===== config.mk =====
export PLATFORM = sky130hd
export DESIGN_NAME = elf_hash_slot_index
export DESIGN_NICKNAME = d
export VERILOG_FILES = /design/src/sv/ehsi_pkg.sv /design/src/sv/ehsi_fold.sv /design/src/sv/ehsi_div.sv /design/src/sv/elf_hash_slot_index.sv
export SDC_FILE = /design/constraint.sdc
export NUM_CORES = 1
export LEC_CHECK = 0
export BUFFER_PORTS_ARGS = -buffer_cell sky130_fd_sc_hd__buf_2
export CAP_MARGIN = 25
export CORE_AREA = 2 2 114 143
export DETAILED_ROUTE_END_ITERATION = 16
export DIE_AREA = 0 0 116 145
export PLACE_DENSITY = 0.79
export SYNTH_ARGS = -nofsm -noshare
export SYNTH_HDL_FRONTEND = slang
export SYNTH_SLANG_ARGS = --single-unit

===== constraint.sdc =====
create_clock -name clk -period 4.29 [get_ports clk]
set_clock_uncertainty 0.05 [all_clocks]
set_input_delay 0.2145 -clock clk [delete_from_list [all_inputs] [get_ports clk]]
set_output_delay 0.2145 -clock clk [all_outputs]
set_load 0.005 [all_outputs]

===== src/sv/ehsi_pkg.sv =====
package ehsi_pkg;

  // Field and state widths.
  localparam int BYTE_W  = 8;
  localparam int HASH_W  = 28;
  localparam int SLOTS_W = 31;
  localparam int TDATA_W = 32;
  localparam int CNT_W   = 5;

  // Last step of the remainder loop: one step for each bit of the hash.
  localparam logic [CNT_W-1:0] DIV_LAST_STEP = CNT_W'(HASH_W - 1);

  // Sequencer state codes.
  localparam logic [1:0] ST_IDLE  = 2'd0;
  localparam logic [1:0] ST_DIV   = 2'd1;
  localparam logic [1:0] ST_WRITE = 2'd2;

  typedef logic [HASH_W-1:0]  hash_t;
  typedef logic [SLOTS_W-1:0] slots_t;

  // Status returned by the remainder unit to the sequencer.
  typedef struct packed {
    logic busy;
    logic done;
  } div_status_t;

endpackage


===== src/sv/ehsi_fold.sv =====
module ehsi_fold
  import ehsi_pkg::*;
(
  input  logic              clk,
  input  logic              rst,
  input  logic              step,
  input  logic              clear,
  input  logic [BYTE_W-1:0] key_byte,
  output hash_t             hash_folded,
  output hash_t             hash
);

  logic [HASH_W+3:0] sum;
  logic [3:0]        top;

  // Shift in the byte; the top nibble is folded in at bit 4 and dropped.
  always_comb begin
    sum         = {hash, 4'b0000} + {{(HASH_W-4){1'b0}}, key_byte};
    top         = sum[HASH_W+3:HASH_W];
    hash_folded = sum[HASH_W-1:0] ^ {{(HASH_W-8){1'b0}}, top, 4'b0000};
  end

  // Running hash: cleared after the last byte of each key.
  always_ff @(posedge clk) begin
    if (rst) begin
      hash <= '0;
    end else if (step) begin
      if (clear) begin
        hash <= '0;
      end else begin
        hash <= hash_folded;
      end
    end
  end

endmodule


===== src/sv/ehsi_div.sv =====
module ehsi_div
  import ehsi_pkg::*;
(
  input  logic        clk,
  input  logic        rst,
  input  logic        start,
  input  hash_t       dividend,
  input  slots_t      divisor,
  output div_status_t status,
  output hash_t       remainder
);

  hash_t            quo;
  hash_t            rem;
  slots_t           dvs;
  logic [CNT_W-1:0] cnt;
  logic             busy;
  logic             done;
  hash_t            trial;
  slots_t           diff;
  logic             fits;

  // One restoring step: bring down the next bit and subtract if it fits.
  always_comb begin
    trial = {rem[HASH_W-2:0], quo[HASH_W-1]};
    fits  = {{(SLOTS_W-HASH_W){1'b0}}, trial} >= dvs;
    diff  = {{(SLOTS_W-HASH_W){1'b0}}, trial} - dvs;
  end

  // Control of the subtract/compare unit.
  always_ff @(posedge clk) begin
    if (rst) begin
      busy <= 1'b0;
      done <= 1'b0;
      cnt  <= '0;
    end else begin
      done <= 1'b0;
      if (start) begin
        busy <= 1'b1;
        cnt  <= '0;
      end else if (busy) begin
        cnt <= cnt + 1'b1;
        if (cnt == DIV_LAST_STEP) begin
          busy <= 1'b0;
          done <= 1'b1;
        end
      end
    end
  end

  // Dividend bits, partial remainder and latched divisor.
  always_ff @(posedge clk) begin
    if (start) begin
      quo <= dividend;
      rem <= '0;
      dvs <= divisor;
    end else if (busy) begin
      quo <= {quo[HASH_W-2:0], 1'b0};
      rem <= fits ? diff[HASH_W-1:0] : trial;
    end
  end

  assign status    = '{busy: busy, done: done};
  assign remainder = rem;

endmodule


===== src/sv/elf_hash_slot_index.sv =====
// Channel | Direction | Contents
// s_axis  | in        | tdata[7:0] key_byte; tlast last_byte
// m_axis  | out       | tdata[30:0] slot_index; tuser error
// cfg     | in        | wr_en/wr_data: num_slots (31 bits, reset 1)
//
// A byte that is not the last of its key is folded into the hash as it is accepted.
// The last byte holds off the next byte until its result is written: the block accepts it,
// the restoring remainder unit runs at one hash bit per cycle, hands the remainder
// back to the sequencer, and then the result register is written.
// With a zero slot count no division runs; the block goes straight to the write.
// Reset is synchronous and active high; it clears the hash and sets
// num_slots to 1. A result waiting in the output register only stalls
// the block when the next result is ready to be written.
module elf_hash_slot_index
  import ehsi_pkg::*;
(
  input  logic               clk,
  input  logic               rst,
  input  logic               s_axis_tvalid,
  output logic               s_axis_tready,
  input  logic [BYTE_W-1:0]  s_axis_tdata,   // [7:0] key_byte
  input  logic               s_axis_tlast,   // last_byte
  output logic               m_axis_tvalid,
  input  logic               m_axis_tready,
  output logic [TDATA_W-1:0] m_axis_tdata,   // [30:0] slot_index, [31] zero
  output logic               m_axis_tuser,   // error
  input  logic               cfg_wr_en,
  input  slots_t             cfg_wr_data
);

  logic [1:0]  state;
  slots_t      num_slots;
  logic        err;
  logic        s_accept;
  logic        out_free;
  hash_t       hash_folded;
  hash_t       hash;
  hash_t       remainder;
  div_status_t div_stat;
  logic        div_start;

  assign s_axis_tready = (state == ST_IDLE);
  assign s_accept      = s_axis_tvalid && s_axis_tready;
  assign out_free      = !m_axis_tvalid || m_axis_tready;
  assign div_start     = s_accept && s_axis_tlast && (num_slots != '0);

  // Slot count register.
  always_ff @(posedge clk) begin
    if (rst) begin
      num_slots <= SLOTS_W'(1);
    end else if (cfg_wr_en) begin
      num_slots <= cfg_wr_data;
    end
  end

  ehsi_fold u_fold (
    .clk         (clk),
    .rst         (rst),
    .step        (s_accept),
    .clear       (s_axis_tlast),
    .key_byte    (s_axis_tdata),
    .hash_folded (hash_folded),
    .hash        (hash)
  );

  ehsi_div u_div (
    .clk       (clk),
    .rst       (rst),
    .start     (div_start),
    .dividend  (hash_folded),
    .divisor   (num_slots),
    .status    (div_stat),
    .remainder (remainder)
  );

  // Sequencer: fold bytes, run the remainder unit, then write the result.
  always_ff @(posedge clk) begin
    if (rst) begin
      state <= ST_IDLE;
      err   <= 1'b0;
    end else begin
      unique case (state)
        ST_IDLE: begin
          if (s_accept && s_axis_tlast) begin
            err   <= (num_slots == '0);
            state <= (num_slots == '0) ? ST_WRITE : ST_DIV;
          end
        end
        ST_DIV: begin
          if (div_stat.done) begin
            state <= ST_WRITE;
          end
        end
        ST_WRITE: begin
          if (out_free) begin
            state <= ST_IDLE;
          end
        end
        default: begin
          state <= ST_IDLE;
        end
      endcase
    end
  end

  // Output register for the result transaction.
  always_ff @(posedge clk) begin
    if (rst) begin
      m_axis_tvalid <= 1'b0;
    end else if (state == ST_WRITE && out_free) begin
      m_axis_tvalid <= 1'b1;
    end else if (m_axis_tready) begin
      m_axis_tvalid <= 1'b0;
    end
  end

  always_ff @(posedge clk) begin
    if (state == ST_WRITE && out_free) begin
      m_axis_tdata <= err ? '0 : {{(TDATA_W-HASH_W){1'b0}}, remainder};
      m_axis_tuser <= err;
    end
  end

`ifndef SYNTHESIS
  // The hash starts afresh after the last byte of a key.
  assert property (@(posedge clk) disable iff (rst)
    s_accept && s_axis_tlast |=> hash == '0)
    else $error("hash not cleared after last byte");

  // The remainder unit works only while the sequencer waits for it.
  assert property (@(posedge clk) disable iff (rst)
    div_stat.busy |-> state == ST_DIV)
    else $error("remainder unit busy outside division");

  // The remainder unit finishes only while the sequencer waits for it.
  assert property (@(posedge clk) disable iff (rst)
    div_stat.done |-> state == ST_DIV)
    else $error("remainder unit finished outside division");

  // An error result carries a zero index.
  assert property (@(posedge clk) disable iff (rst)
    m_axis_tvalid && m_axis_tuser |-> m_axis_tdata == '0)
    else $error("error result with nonzero index");
`endif

endmodule


==> flow_metrics.tcl, run 1 <==
set metrics [dict create \
    cap_violations 0 \
    fin_util 0.683 \
    detailed_place_hpwl_mm 13.5 \
    fin_nets 1077 \
    grt-ovfl-total 0 \
    die_w_um 116 \
    layout-drive-gt1-share 0.125 \
    route.vias.total 6923 \
    timing.fmax_mhz 319 \
    h-tree-depth 4 \
    setup-tns-final_ns 0 \
    tightest_slew_ns 1.02 \
    crit_buf_inv 1 \
    seqPwrFrac 0.449 \
    fin_crit_sh 0.731 \
    cts_buffer_depth 2 \
    slew_viol_final 0 \
    syn_area_per_cell_um2 9.97 \
    cts-root-buf "clkbuf_16" \
    required_ns 4.61 \
    vdd.ir_drop.worst_mv 0.297 \
    grt_pass1_vias 6709 \
    p_int_mw 3.42 \
    outcome "completed" \
    wirelength_mm 19.9 \
    setup_violations 0 \
    cp-end-kind "flip-flop" \
    cts_tree "yes" \
    track_usage 0.247 \
    whs_ns 0.0108 \
    switching_share 0.266 \
    path_clk_slew_ns 0.07 \
    cts_buffers 17 \
    start_util 0.591 \
    drt_iter0_drc 524 \
    worst_path_largest_cell_delay_ns 0.40 \
    final_area_mm2 0.0105 \
    wire_per_inst_um 16.3 \
    rsz0062_at_grt "false" \
    cp_max_fo 34 \
    synth_warnings 0 \
    synthFlopType "dfxtp_1" \
    layout.cells.non_filler 1222 \
    grt_pass1_wl_mm 32.7 \
    synth_edf_count 88 \
    hold_path.class "input port to flip-flop" \
    place_congestion 1.01 \
    ys_seq_area_frac 0.505 \
    min_period_ns 3.14 \
    grt_max_degree 65 \
    area_growth_pct 15.6 \
    setup.worst_path.class "flip-flop to flip-flop" \
    insertion_delay_ns 0.44 \
    hold_viol 0 \
    die_y_um 145 \
    num_rows 51 \
    async_flop_share 0 \
    diodes 0 \
    synth.cell_area_mm2 0.00912 \
    synth-seq-cells 186 \
    power_frac_clock 0.371 \
    detailed_place.area_mm2 0.00958 \
    p_leak_nw 4.49 \
    synth_cells 915 \
    final_common_cell "dfxtp_1" \
    post_cts_buffers 0 \
    cts_resized 0 \
    critPathSlowestCell "edfxtp_1" \
    p_comb_frac 0.181 \
    antenna_left 0 \
    drt-pass1-iter-count 6 \
    io_pins 80 \
    drc 0 \
    crit_chain "inv_1 > ha_1 > and3_4 > a22o_1 > a41o_2 > a41oi_4 > o211a_1 > o21ai_2 > nand2_4 > mux2_2 > a21oi_1" \
    cpLargestDelayFamily "compound AO/OA/AOI/OAI gates" \
    start_kind "flip-flop" \
    power_density_mw_per_mm2 442 \
    grt_antenna_before_repair 0 \
    slew_headroom 0.317 \
    cp.arrival_ns 3.45 \
    layout_common_cells "dfxtp_1 (98), edfxtp_1 (88), nor2_1 (83), nand2_1 (77), buf_2 (75)" \
    dieArea_mm2 0.0168 \
    net-switching-power_mw 1.24 \
    place_inst 1159 \
    viasPerCell 5.67 \
    io_buffers 75 \
    synth_cell_types 62 \
    clkSinkCount 186 \
    fp.coreArea_mm2 0.0154 \
]
-- layer usage --
layer	vias to the layer above	track usage	share of wire
met1	3264	0.309	0.42
met2	220	0.415	0.50
li1	3403	-	-
met3	36	0.0480	0.047
met5	-	0	0
met4	0	0.0994	0.030
-- per-stage QoR --
step,setup slack (ns),total power [mW]
final,1.16,4.66
after global routing,1.03,4.85
after CTS,1.14,4.67
after detailed placement,1.17,2.93
after global placement,1.22,2.92
after floorplan,1.62,2.73
-- cells in the mapped netlist, types with 3 or more instances --
cell	number	area share
nand3b_1	5	0.0041
o21ai_0	60	0.033
clkbuf_1	44	0.018
nor2_1	83	0.034
xor2_1	27	0.026
nand3_1	14	0.0077
a21oi_1	73	0.040
a31oi_1	5	0.0034
ha_1	33	0.045
dfxtp_1	98	0.22
and3_1	14	0.0096
nor3b_1	5	0.0041
nand2b_1	6	0.0041
xnor2_1	31	0.030
nand2_1	77	0.032
mux2i_1	53	0.058
inv_1	34	0.014
nor4_1	9	0.0062
o31ai_1	5	0.0041
edfxtp_1	88	0.29
o31a_1	6	0.0058
buf_4	4	0.0033
nand4_1	13	0.0089
a21o_1	17	0.014
nor3_1	25	0.014
nor2b_1	33	0.023
or2_2	4	0.0027
o21a_1	3	0.0025
a211oi_1	4	0.0033
-- repair_timing --
item / in CTS / in global routing
endpoints found under the setup margin: 0 / 0
hold buffers: 31 / 0
hold endpoints to repair: 35 / 0
-- worst min-delay path: cells and delay by family --
| family | cells | cell delay, ns |
|---|---|---|
| buffers and inverters | 1 | 0.09 |
| AND/OR/NAND/NOR | 2 | 0.10 |
-- registers in the layout, indices dropped and copies added, names as in the netlist, 2 cells and up --
register,cells
m_axis_tdata,28
num_slots,31
state,2
u_div.cnt,5
u_div.dvs,31
u_div.quo,28
u_div.remainder,28
u_fold.hash,28
-- area by class of cell --
type	instances	area, um2
Sequential cell	186	4600
Clock inverter	11	190
Clock buffer	21	460
Inverter	35	131
Fill cell	1201	4900
Tap cell	212	265
Timing Repair Buffer	113	738
Multi-Input combinational cell	644	4150
-- power groups by stage --
stage	Sequential (mW)	Combinational [mW]	Clock, mW
after global routing	2.10	0.932	1.81
after CTS	2.09	0.834	1.75
after detailed placement	2.13	0.806	0
after floorplan	2.09	0.648	0
final	2.09	0.842	1.73
after global placement	2.12	0.793	0
-- worst paths after layout --
check	cells after the start	slack, ns	startpoint	endpoint
setup reg to reg	11	1.16	u_div.dvs[6]	u_div.remainder[0]
hold / removal	3	0.01	s_axis_tdata[1]	u_div.quo[1]
hold reg to reg	0	0.41	num_slots[6]	u_div.dvs[6]
setup / recovery	11	1.16	u_div.dvs[6]	u_div.remainder[0]
-- logic make-up after synthesis --
kind of cell,count (synthesis),synth area share
AOI/OAI and AO/OA,194,0.129
xor gates and xnor gates,58,0.0557
adders and majority gates,35,0.0497
buffers and inverters,88,0.0413
DFF,186,0.505
muxes,55,0.0606
other,1,0.000411
and+or+nand+nor,298,0.159
Power figures use the tool's default switching activity.
==> inputs of run 2 (changes only) <==
- CORE_AREA: 2 2 114 143 -> 2 2 120 151
- DIE_AREA: 0 0 116 145 -> 0 0 122 153
- PLACE_DENSITY: 0.79 -> 0.75
- clock period: 4.29 -> 2.7 ns (I/O delays scaled with it)
==> flow_metrics.tcl, run 2 (same netlist as run 1, synthesis figures left out) <==
set metrics [dict create \
    outcome "completed" \
    min_period_ns 2.64 \
    cp_common_cell "buf_4" \
    grt_pass1_vias 6851 \
    grt_max_degree 56 \
    critPathSlowestCell "edfxtp_1" \
    place_congestion 0.921 \
    layout-drive-gt1-share 0.197 \
    drt_iter0_drc 392 \
    crit_chain "inv_1 > ha_1 > and3_4 > nand4_1 > nor4_1 > buf_4 > a21oi_1 > and3b_1 > o21ai_2 > nand2_4 > buf_4 > a32o_1 > a21o_1" \
    fin_crit_sh 0.978 \
    track_usage 0.229 \
    drt-pass1-iter-count 5 \
    p_int_mw 5.24 \
    insertion_delay_ns 0.43 \
    cp-end-kind "flip-flop" \
    cts_tree "yes" \
    path_clk_slew_ns 0.07 \
    largestRegisters "num_slots x31, u_div.dvs x31" \
    multi_input_area_mm2 0.00433 \
    dp_slack_ns -0.150 \
    p_leak_nw 4.75 \
    required_ns 2.98 \
    fin_nets 1140 \
    slew_headroom 0.375 \
    nFillCells 1365 \
    cts_buffer_depth 2 \
    grt_antenna_before_repair 0 \
    r2r_slack_ns 0.06 \
    fin_util 0.648 \
    io_buffers 75 \
    diodes 0 \
    hold_viol 0 \
    wire_per_inst_um 16.1 \
    timing.fmax_mhz 379 \
    vdd.ir_drop.worst_mv 0.357 \
    setup.worst_path.class "flip-flop to flip-flop" \
    finalPower_mw 7.29 \
    h-tree-depth 4 \
    grt_pass1_wl_mm 33.6 \
    cp.arrival_ns 2.92 \
    power_frac_clock 0.318 \
    io_pins 80 \
    area_growth_pct 22.4 \
    slew_viol_final 0 \
    dieArea_mm2 0.0187 \
    rsz0062_at_grt "true" \
    cap_violations 0 \
    die_w_um 122 \
    net-switching-power_mw 2.05 \
    layout_common_cells "dfxtp_1 (97), edfxtp_1 (88), nor2_1 (82), nand2_1 (76), buf_2 (75)" \
    whs_ns 0.0998 \
    tightest_slew_ns 0.938 \
    hold_path.class "input port to flip-flop" \
    power_density_mw_per_mm2 653 \
    fp.coreArea_mm2 0.0172 \
    start_kind "flip-flop" \
    num_rows 54 \
    wirelength_mm 20.9 \
    setup_violations 0 \
    setup_slack_ns 0.0599 \
    cts-root-buf "clkbuf_16" \
    clkSinkCount 186 \
    seqPwrFrac 0.455 \
    ff_latch_area_mm2 0.00461 \
    route.vias.total 7146 \
    cts_buffers 17 \
    worst_path_largest_cell_delay_ns 0.33 \
    detailed_place_hpwl_mm 14.6 \
    final_common_cell "dfxtp_1" \
    cp_max_fo 7 \
    antenna_left 0 \
    p_comb_frac 0.227 \
    grt-ovfl-total 0 \
    start_util 0.529 \
    switching_share 0.282 \
    die_y_um 153 \
    drc 0 \
    viasPerCell 5.51 \
]
run 2: power by group through the flow:
stage          combinational, mW  clock [mW]  sequential [mW]
6_report                    1.65        2.32             3.32
5_1_grt                     1.81        2.48             3.34
4_1_cts                     1.54        2.36             3.31
3_5_place_dp                1.47           0             3.37
3_3_place_gp                1.44           0             3.36
2_1_floorplan               1.03           0             3.31
run 2: metal layers:
metal | part of all wire | track usage | vias up
li1 | - | - | 3530
met1 | 0.41 | 0.274 | 3376
met2 | 0.51 | 0.390 | 189
met3 | 0.042 | 0.0493 | 51
met4 | 0.035 | 0.107 | 0
met5 | 0 | 0 | -
run 2: timing repair:
item / 4_1_cts / 5_1_grt
gates cloned: 1 / 0
pin swaps: 3 / 7
resized for setup: 4 / 33
hold buffers: 36 / 0
endpoints found under the hold margin: 36 / 0
setup buffers: 1 / 4
endpoints found under the setup margin: 27 / 31
run 2: per-stage QoR:
stage	instances	instance area (um2)	TNS (ns)
2_1_floorplan	918	9130	0
3_3_place_gp	1223	10000	-0.405
3_5_place_dp	1223	10000	-1.56
4_1_cts	1293	11000	0
5_1_grt	1297	11200	-0.519
6_report	1297	11200	0
run 2: area by class of cell:
type / instances / area share
repair buffers: 175 / 0.114
flip-flops and latches: 186 / 0.413
clock buffers: 19 / 0.0397
clock inverters: 13 / 0.00908
multi-input cells: 645 / 0.388
inverters: 35 / 0.0118
well taps: 224 / 0.0251
run 2: final timing paths:
| check | from | to | cells past startpoint |
|---|---|---|---|
| setup reg to reg | u_div.dvs[17] | u_div.remainder[27] | 13 |
| setup / recovery | u_div.dvs[17] | u_div.remainder[27] | 13 |
| hold / removal | s_axis_tvalid | err | 5 |
| hold reg to reg | num_slots[21] | u_div.dvs[21] | 0 |
run 2: worst max-delay path, delay by kind of cell (launching register included):
family,cells,cell delay [ns]
buf+inv,3,0.40
compound gates,4,0.53
fa+ha+maj,1,0.29
simple gates,5,0.93
flops,1,0.33
